File: config.mk
export PLATFORM = sky130hd
export DESIGN_NAME = sum_checked_frame_builder
export DESIGN_NICKNAME = d
export VERILOG_FILES = /design/src/hw/rtl/scfb_pkg.sv /design/src/hw/rtl/scfb_front.sv /design/src/hw/rtl/scfb_queue.sv /design/src/hw/rtl/scfb_back.sv /design/src/hw/rtl/sum_checked_frame_builder.sv
export SDC_FILE = /design/constraint.sdc
export NUM_CORES = 1
export LEC_CHECK = 0
export ABC_AREA = 1
export BUFFER_PORTS_ARGS = -buffer_cell sky130_fd_sc_hd__clkbuf_2
export CORE_MARGIN = 5
export CORE_UTILIZATION = 50
export DETAILED_ROUTE_END_ITERATION = 10
export PLACE_DENSITY_LB_ADDON = 0.2
export SETUP_SLACK_MARGIN = 0.1
export SLEW_MARGIN = 20
export SYNTH_ARGS = -nofsm -noshare
export SYNTH_HDL_FRONTEND = slang
export SYNTH_SLANG_ARGS = --single-unit
File: constraint.sdc
create_clock -name clock -period 8.8 [get_ports clock]
set_clock_uncertainty 0.1 [all_clocks]
set_input_delay 1.32 -clock clock [delete_from_list [all_inputs] [get_ports clock]]
set_output_delay 1.32 -clock clock [all_outputs]
set_load 0.02 [all_outputs]
File: src/hw/rtl/scfb_pkg.sv
// scfb_pkg: types and constants shared by the frame builder modules.
// Holds the queue entry struct, the byte-position constants and the frame marks.
// Depends on nothing.
package scfb_pkg;

   localparam int unsigned QUEUE_DEPTH_DEF = 4;

   localparam logic [7:0] HEAD_A = 8'h7D;
   localparam logic [7:0] HEAD_B = 8'h95;
   localparam logic [7:0] TAIL_A = 8'h6A;
   localparam logic [7:0] TAIL_B = 8'hE2;

   localparam int unsigned HDR_BYTES = 12;

   typedef logic [3:0] pos_type;

   localparam pos_type POS_FIRST    = 4'd0;
   localparam pos_type POS_HDR_LAST = 4'd11;
   localparam pos_type POS_CSUM     = 4'd12;
   localparam pos_type POS_TAIL_A   = 4'd13;
   localparam pos_type POS_TAIL_B   = 4'd14;

   typedef enum logic {
      KIND_HEADER  = 1'b0,
      KIND_PAYLOAD = 1'b1
   } kind_type;

   typedef struct packed {
      kind_type    kind;
      logic        close;
      logic [7:0]  cmd;
      logic [7:0]  payload_len;
      logic [31:0] target_addr;
      logic [31:0] sender_addr;
      logic [7:0]  data_byte;
   } entry_type;

endpackage

File: src/hw/rtl/scfb_front.sv
// scfb_front: accepts input items, tracks the open frame and classifies each item.
// Pushes header and payload entries into the queue; drops payload with no frame open.
// Depends on scfb_pkg.
module scfb_front import scfb_pkg::*; (
   input  logic        clock,
   input  logic        reset,
   input  logic        req_valid,
   output logic        req_stall,
   input  logic        req_mode,
   input  logic [7:0]  req_cmd,
   input  logic [7:0]  req_payload_len,
   input  logic [31:0] req_target_addr,
   input  logic [31:0] req_sender_addr,
   input  logic [7:0]  req_data_byte,
   input  logic        q_full,
   output logic        q_push,
   output entry_type   q_entry
);

   logic       open_ff, open_in;
   logic [7:0] left_ff, left_in;
   logic       accept;

   assign req_stall = q_full;
   assign accept    = req_valid && !q_full;

   always_comb begin
      open_in             = open_ff;
      left_in             = left_ff;
      q_push              = 1'b0;
      q_entry.kind        = (req_mode == 1'b0) ? KIND_HEADER : KIND_PAYLOAD;
      q_entry.close       = 1'b0;
      q_entry.cmd         = req_cmd;
      q_entry.payload_len = req_payload_len;
      q_entry.target_addr = req_target_addr;
      q_entry.sender_addr = req_sender_addr;
      q_entry.data_byte   = req_data_byte;
      if (accept) begin
         if (req_mode == 1'b0) begin
            q_push        = 1'b1;
            q_entry.close = (req_payload_len == 8'd0);
            open_in       = (req_payload_len != 8'd0);
            left_in       = req_payload_len;
         end else if (open_ff) begin
            q_push        = 1'b1;
            q_entry.close = (left_ff == 8'd1);
            open_in       = (left_ff != 8'd1);
            left_in       = left_ff - 8'd1;
         end
      end
   end

   always_ff @(posedge clock) begin
      if (reset) begin
         open_ff <= 1'b0;
         left_ff <= 8'd0;
      end else begin
         open_ff <= open_in;
         left_ff <= left_in;
      end
   end

endmodule

File: src/hw/rtl/scfb_queue.sv
// scfb_queue: short FIFO of classified entries between front and back.
// Push and pop may happen in the same cycle, also when full.
// Depends on scfb_pkg.
module scfb_queue import scfb_pkg::*; #(
   parameter int unsigned DEPTH = QUEUE_DEPTH_DEF
) (
   input  logic      clock,
   input  logic      reset,
   input  logic      push,
   input  entry_type push_entry,
   output logic      full,
   input  logic      pop,
   output logic      empty,
   output entry_type head
);

   localparam int unsigned PW = (DEPTH > 1) ? $clog2(DEPTH) : 1;
   localparam int unsigned CW = $clog2(DEPTH + 1);

   entry_type       mem_ff [DEPTH];
   logic [PW-1:0]   wr_ptr_ff, wr_ptr_in;
   logic [PW-1:0]   rd_ptr_ff, rd_ptr_in;
   logic [CW-1:0]   count_ff, count_in;
   logic            do_push, do_pop;

   assign full    = (count_ff == CW'(DEPTH));
   assign empty   = (count_ff == '0);
   assign head    = mem_ff[rd_ptr_ff];
   assign do_pop  = pop && !empty;
   assign do_push = push && (!full || do_pop);

   always_comb begin
      wr_ptr_in = wr_ptr_ff;
      rd_ptr_in = rd_ptr_ff;
      count_in  = count_ff;
      if (do_push) begin
         wr_ptr_in = (wr_ptr_ff == PW'(DEPTH - 1)) ? '0 : wr_ptr_ff + 1'b1;
      end
      if (do_pop) begin
         rd_ptr_in = (rd_ptr_ff == PW'(DEPTH - 1)) ? '0 : rd_ptr_ff + 1'b1;
      end
      if (do_push && !do_pop) begin
         count_in = count_ff + 1'b1;
      end else if (do_pop && !do_push) begin
         count_in = count_ff - 1'b1;
      end
   end

   always_ff @(posedge clock) begin
      if (reset) begin
         wr_ptr_ff <= '0;
         rd_ptr_ff <= '0;
         count_ff  <= '0;
      end else begin
         wr_ptr_ff <= wr_ptr_in;
         rd_ptr_ff <= rd_ptr_in;
         count_ff  <= count_in;
      end
   end

   always_ff @(posedge clock) begin
      if (do_push) begin
         mem_ff[wr_ptr_ff] <= push_entry;
      end
   end

endmodule

File: src/hw/rtl/scfb_back.sv
// scfb_back: serializes queue entries into frame bytes with the running checksum.
// Drives the registered output channel; pops an entry after its last byte.
// Depends on scfb_pkg.
module scfb_back import scfb_pkg::*; (
   input  logic       clock,
   input  logic       reset,
   input  logic       q_empty,
   input  entry_type  q_head,
   output logic       q_pop,
   output logic       rsp_valid,
   input  logic       rsp_stall,
   output logic [7:0] rsp_out_byte,
   output logic       rsp_frame_end
);

   pos_type     pos_ff, pos_in;
   logic [7:0]  sum_ff, sum_in;
   logic        valid_ff, valid_in;
   logic [7:0]  byte_ff, byte_in;
   logic        end_ff, end_in;
   logic        advance;
   logic        is_hdr;
   logic [HDR_BYTES*8-1:0] hdr_vec;
   logic [7:0]  cur_byte;
   logic [3:0]  sel;

   assign rsp_valid     = valid_ff;
   assign rsp_out_byte  = byte_ff;
   assign rsp_frame_end = end_ff;

   assign advance = !valid_ff || !rsp_stall;
   assign is_hdr  = (q_head.kind == KIND_HEADER);
   assign hdr_vec = {HEAD_A, HEAD_B, q_head.cmd, q_head.payload_len,
                     q_head.target_addr, q_head.sender_addr};
   assign sel     = POS_HDR_LAST - pos_ff;

   always_comb begin
      priority if (pos_ff == POS_CSUM) begin
         cur_byte = ~sum_ff;
      end else if (pos_ff == POS_TAIL_A) begin
         cur_byte = TAIL_A;
      end else if (pos_ff == POS_TAIL_B) begin
         cur_byte = TAIL_B;
      end else if (is_hdr) begin
         cur_byte = hdr_vec[{sel, 3'b000} +: 8];
      end else begin
         cur_byte = q_head.data_byte;
      end
   end

   always_comb begin
      pos_in   = pos_ff;
      sum_in   = sum_ff;
      valid_in = valid_ff;
      byte_in  = byte_ff;
      end_in   = end_ff;
      q_pop    = 1'b0;
      if (advance) begin
         valid_in = !q_empty;
         byte_in  = cur_byte;
         end_in   = (pos_ff == POS_TAIL_B);
         if (!q_empty) begin
            if (pos_ff < POS_CSUM) begin
               sum_in = (is_hdr && pos_ff == POS_FIRST) ? cur_byte : sum_ff + cur_byte;
            end
            priority if (pos_ff == POS_TAIL_B) begin
               pos_in = POS_FIRST;
               q_pop  = 1'b1;
            end else if (pos_ff >= POS_CSUM) begin
               pos_in = pos_ff + 4'd1;
            end else if (is_hdr && pos_ff != POS_HDR_LAST) begin
               pos_in = pos_ff + 4'd1;
            end else if (q_head.close) begin
               pos_in = POS_CSUM;
            end else begin
               pos_in = POS_FIRST;
               q_pop  = 1'b1;
            end
         end
      end
   end

   always_ff @(posedge clock) begin
      if (reset) begin
         pos_ff   <= POS_FIRST;
         sum_ff   <= 8'd0;
         valid_ff <= 1'b0;
      end else begin
         pos_ff   <= pos_in;
         sum_ff   <= sum_in;
         valid_ff <= valid_in;
      end
   end

   always_ff @(posedge clock) begin
      byte_ff <= byte_in;
      end_ff  <= end_in;
   end

endmodule

File: src/hw/rtl/sum_checked_frame_builder.sv
// sum_checked_frame_builder: top level of the checksummed frame builder.
// Instantiates scfb_front, scfb_queue and scfb_back; depends on scfb_pkg.
//
//   channel  direction  handshake             payload
//   req_     in         req_valid/req_stall   mode, cmd, payload_len, target/sender addr, data
//   rsp_     out        rsp_valid/rsp_stall   out_byte, frame_end
//
// A header item yields 12 output bytes, 15 when its length is zero.
// A payload item yields 1 output byte, 4 for the last one of a frame.
// The back end emits one byte per cycle while rsp_stall is low; the queue lets
// the front run ahead by up to QUEUE_DEPTH items, after which req_stall rises.
// Reset is synchronous and clears the frame state, the queue and rsp_valid.
module sum_checked_frame_builder import scfb_pkg::*; #(
   parameter int unsigned QUEUE_DEPTH = QUEUE_DEPTH_DEF
) (
   input  logic        clock,
   input  logic        reset,
   input  logic        req_valid,
   output logic        req_stall,
   input  logic        req_mode,
   input  logic [7:0]  req_cmd,
   input  logic [7:0]  req_payload_len,
   input  logic [31:0] req_target_addr,
   input  logic [31:0] req_sender_addr,
   input  logic [7:0]  req_data_byte,
   output logic        rsp_valid,
   input  logic        rsp_stall,
   output logic [7:0]  rsp_out_byte,
   output logic        rsp_frame_end
);

   logic      q_full, q_push, q_pop, q_empty;
   entry_type q_entry, q_head;

   scfb_front u_front (
      .clock           (clock),
      .reset           (reset),
      .req_valid       (req_valid),
      .req_stall       (req_stall),
      .req_mode        (req_mode),
      .req_cmd         (req_cmd),
      .req_payload_len (req_payload_len),
      .req_target_addr (req_target_addr),
      .req_sender_addr (req_sender_addr),
      .req_data_byte   (req_data_byte),
      .q_full          (q_full),
      .q_push          (q_push),
      .q_entry         (q_entry)
   );

   scfb_queue #(
      .DEPTH (QUEUE_DEPTH)
   ) u_queue (
      .clock      (clock),
      .reset      (reset),
      .push       (q_push),
      .push_entry (q_entry),
      .full       (q_full),
      .pop        (q_pop),
      .empty      (q_empty),
      .head       (q_head)
   );

   scfb_back u_back (
      .clock         (clock),
      .reset         (reset),
      .q_empty       (q_empty),
      .q_head        (q_head),
      .q_pop         (q_pop),
      .rsp_valid     (rsp_valid),
      .rsp_stall     (rsp_stall),
      .rsp_out_byte  (rsp_out_byte),
      .rsp_frame_end (rsp_frame_end)
   );

endmodule

==> metrics <==
internal power=3.916 mW; antenna-violating nets left=0; setup TNS=0 ns; total grt overflow=0; fmax=0.2190 GHz; First-pass DRT Iterations=5; fin crit share=51.89%; combinational fraction of design power=34.4%; htree depth=2; max-cap viol count=0; Total Nets Final=1,656; busiest grt layer=met2; DRC errors left=0; # Post-CTS Setup Buffers=0; CTS tree=built; Crit path required time=9.09 ns; clock share of power=27.4%; Worst path max stage delay=0.72 ns; Mapped Area=16,780 um2; share of cells above drive strength 1=12.28%; FF-to-FF path depth=26; initial antenna violation count=1; routability cong.=0.8923; pwr dens=329.7 nW/um2; Synth Area in Compound Gates=10.36%; FILL cells=2,796; Max IR drop VDD=0.2177 mV; Die W=193.2 um; Worst EP arrival=4.85 ns; switching share of total power=37.11%; Hold WC Path Type=flop to flop; combinational family with the most area after synthesis=simple AND/OR/NAND/NOR gates; average routed wire per standard cell=19.22 um; type of the worst setup path=flop to flop; initial core utilization=50.31%; vias in the first global route=10,720; CP Buf/Inv Count=5; initial drt markers=922; FP Rows=67; Num Clock Sinks=400; GR Util met2=32.40%; total power=6.226 mW; Die Height=193.2 um; mux share of post-synthesis cell area=0%; worst-path fanout max=66; clock slew at reported path FFs=0.06 ns; post_cts resized=0; Antenna diodes=0; Fin. Hold Viols=0; clock latency on the worst-skew pair=0.54 ns; die area=37,330 um2; R2R Setup Slk=4.23 ns; root buffer cell=clkbuf_16; Non-Filler Instances=2,020; most used cell, CP=nand2_1; hold_sp=u_front.open_ff; sequential-to-total area share from yosys stat=69.71%; Pins Over Slew Limit=0; CP endpoint=u_back.sum_ff[6]; Slowest cell on crit path=buf_4; sequential power share=38.2%; outcome=complete, no violations; area occupied by multi-input gates=4348 um2; Net Switching=2.310 mW; Pleak=6.996 nW; CTS Hold Bufs=0; Core Area=33,360 um2; Adder-Cell Fraction of Synth Area=1.953%; crit path time final=4.566 ns; CP Capture Type=flop; relative slew slack=34.11%; worst reg2reg path endpoint=u_back.sum_ff[6]; Yosys cell types=39; RSZ-0062 raised after global routing=no; CP startpoint kind=flop; Max clock buf depth=3; met1 Use GR=28.80%; Avg Inst Size Synth=11.58 um2; Syn Inst Count=1,450; syn_nets=1,568; Vias=11,050; Global Route met3 Usage=3.792%; IO Pins=104; post-synthesis xor/xnor area fraction=0.4174%; Area growth syn-to-layout=12.51%; cell count along the critical path=26; dpl hpwl=23,330 um; wire length of the first global-routing pass=60,730 um; placed cells=1,942; CTS buffer count=42; post-synthesis simple-gate area fraction=12.98%; flops & latches, synth=400; DRT Wirelength=38,830 um; IO Port Bufs=103; Worst Tran Pin Value=0.9860 ns; final setup fails=0; largest net degree at the start of global routing=87; flip-flop and latch area=11,710 um2; vias per cell=5.469; synth warn=0; Crit path max-delay family=buffers and inverters; gr usage total=20.24%; hold_ws=0.3887 ns
worst min-delay path by stage:
| stage | to | slack, ns | depth (start not counted) |
|---|---|---|---|
| 3_5_place_dp | u_front.open_ff | 0.39 | 2 |
| 4_1_cts | u_front.open_ff | 0.40 | 2 |
| 6_report | u_front.open_ff | 0.39 | 2 |
| 2_1_floorplan | u_front.open_ff | 0.35 | 2 |
| 3_3_place_gp | u_front.open_ff | 0.36 | 2 |
| 5_1_grt | u_front.left_ff[5] | 0.43 | 2 |
power groups by stage:
| stage | clock network (mW) | registers, mW | logic (mW) |
|---|---|---|---|
| 2_1_floorplan | 0 | 2.40 | 1.58 |
| 3_3_place_gp | 0 | 2.41 | 2.10 |
| 3_5_place_dp | 0 | 2.42 | 2.13 |
| 4_1_cts | 1.73 | 2.38 | 2.14 |
| 5_1_grt | 1.82 | 2.39 | 2.41 |
| 6_report | 1.71 | 2.38 | 2.14 |
layer usage:
layer,share of wire (%),up-vias
met5,0.033,-
met4,2.6,2
met3,6.3,79
met2,47,374
met1,44,5301
li1,-,5292
kinds of logic (layout without fill, tap and decap cells):
logic type	Yosys count	in the layout
AO/OA/AOI/OAI	317	317
XOR/XNOR	8	8
adder cells (fa/ha/maj)	25	25
buffers and inverters	153	275
flip-flops	400	400
AND/OR/NAND/NOR	547	547
placed cells by master, fill, tap and decap left out, types with 4 or more instances in the layout:
cell	n
edfxtp_1	369
nor2_1	237
nand2_1	228
o21ai_0	146
clkbuf_2	103
a21oi_1	73
inv_1	72
nand3_1	52
clkbuf_16	44
o22ai_1	37
o21ai_1	34
dfxtp_1	29
ha_1	23
buf_4	16
clkinv_1	15
nand4_1	11
clkbuf_1	11
o221ai_1	8
nor3_1	5
a211oi_1	5
xor2_1	5
clkinv_2	5
or2_2	4
nor2_4	4
worst reg2reg max path: stages (launching register included):
cell and delay, ns:
dfxtp_2 0.31, buf_4 0.25, inv_2 0.41, buf_4 0.72
nor2_1 0.15, o21ai_0 0.11, nand2_1 0.07, nand2_1 0.06
nand2_1 0.06, clkinv_1 0.06, nand4_1 0.13, nand3_1 0.19
nand2_1 0.08, nand3_1 0.09, nand2_1 0.08, ha_1 0.23
fa_1 0.47, nand3_1 0.11, nand2_1 0.06, nand2_1 0.08
nand2_1 0.06, a21oi_1 0.16, xnor2_1 0.09, o21ai_0 0.15
inv_1 0.06, nand2_1 0.06, a21oi_1 0.05
layout make-up:
| cell class | count | area share [%] |
|---|---|---|
| flip-flops and latches | 400 | 61.99 |
| multi-input cells | 897 | 23.02 |
| clock buffers | 57 | 6.195 |
| repair buffers | 119 | 3.366 |
| well taps | 448 | 2.968 |
| inverters | 78 | 1.564 |
| clock inverters | 21 | 0.8945 |
synthesized netlist by cell type:
library cell | instances | share of area [%]
a32oi_4 | 1 | 0.16
fa_1 | 2 | 0.24
clkbuf_1 | 18 | 0.40
xor2_1 | 5 | 0.26
a211oi_1 | 5 | 0.22
nor2_1 | 242 | 5.4
buf_1 | 1 | 0.022
nor3_1 | 5 | 0.15
o21ai_1 | 34 | 1.0
nand3_1 | 52 | 1.6
ha_1 | 23 | 1.7
a311oi_1 | 1 | 0.052
clkinv_1 | 3 | 0.067
a32o_1 | 3 | 0.18
nand4_1 | 11 | 0.41
o22ai_1 | 37 | 1.4
buf_6 | 15 | 1.0
o211a_1 | 1 | 0.060
nand3_2 | 1 | 0.060
o211ai_1 | 2 | 0.089
nand2_1 | 228 | 5.1
buf_2 | 29 | 0.86
edfxtp_1 | 369 | 66
nor2_2 | 1 | 0.037
or2_2 | 4 | 0.15
o21bai_1 | 1 | 0.045
buf_4 | 12 | 0.54
o21ai_0 | 146 | 4.4
dfxtp_1 | 31 | 3.7
xnor2_1 | 3 | 0.16
a21boi_0 | 1 | 0.045
o221ai_1 | 8 | 0.42
a21oi_2 | 1 | 0.052
a21oi_1 | 73 | 2.2
inv_1 | 72 | 1.6
inv_2 | 3 | 0.067
a31oi_1 | 3 | 0.11
nand2_2 | 1 | 0.037
nor4_1 | 2 | 0.075
flip-flops by register name (all words and copies together), names as in the netlist, named ones only:
name / cells
u_back.rsp_frame_end: 1
u_back.rsp_valid: 1
u_queue.count_ff: 3
u_queue.mem_ff: 360
u_back.sum_ff: 8
u_back.rsp_out_byte: 8
u_queue.wr_ptr_ff: 2
u_front.left_ff: 8
u_back.pos_ff: 4
u_queue.rd_ptr_ff: 2
u_front.open_ff: 1
metrics by stage:
| step | utilization (%) | area, um2 | setup WS, ns |
|---|---|---|---|
| after floorplan | - | 16780 | 2.222 |
| after global placement | 52.59 | 17550 | 4.073 |
| after detailed placement | 52.59 | 17550 | 4.019 |
| after CTS | 56.60 | 18880 | 4.305 |
| after global routing | 56.60 | 18880 | 3.894 |
| final | 56.60 | 18880 | 4.234 |
No activity file was read; power rests on OpenSTA's default activity.
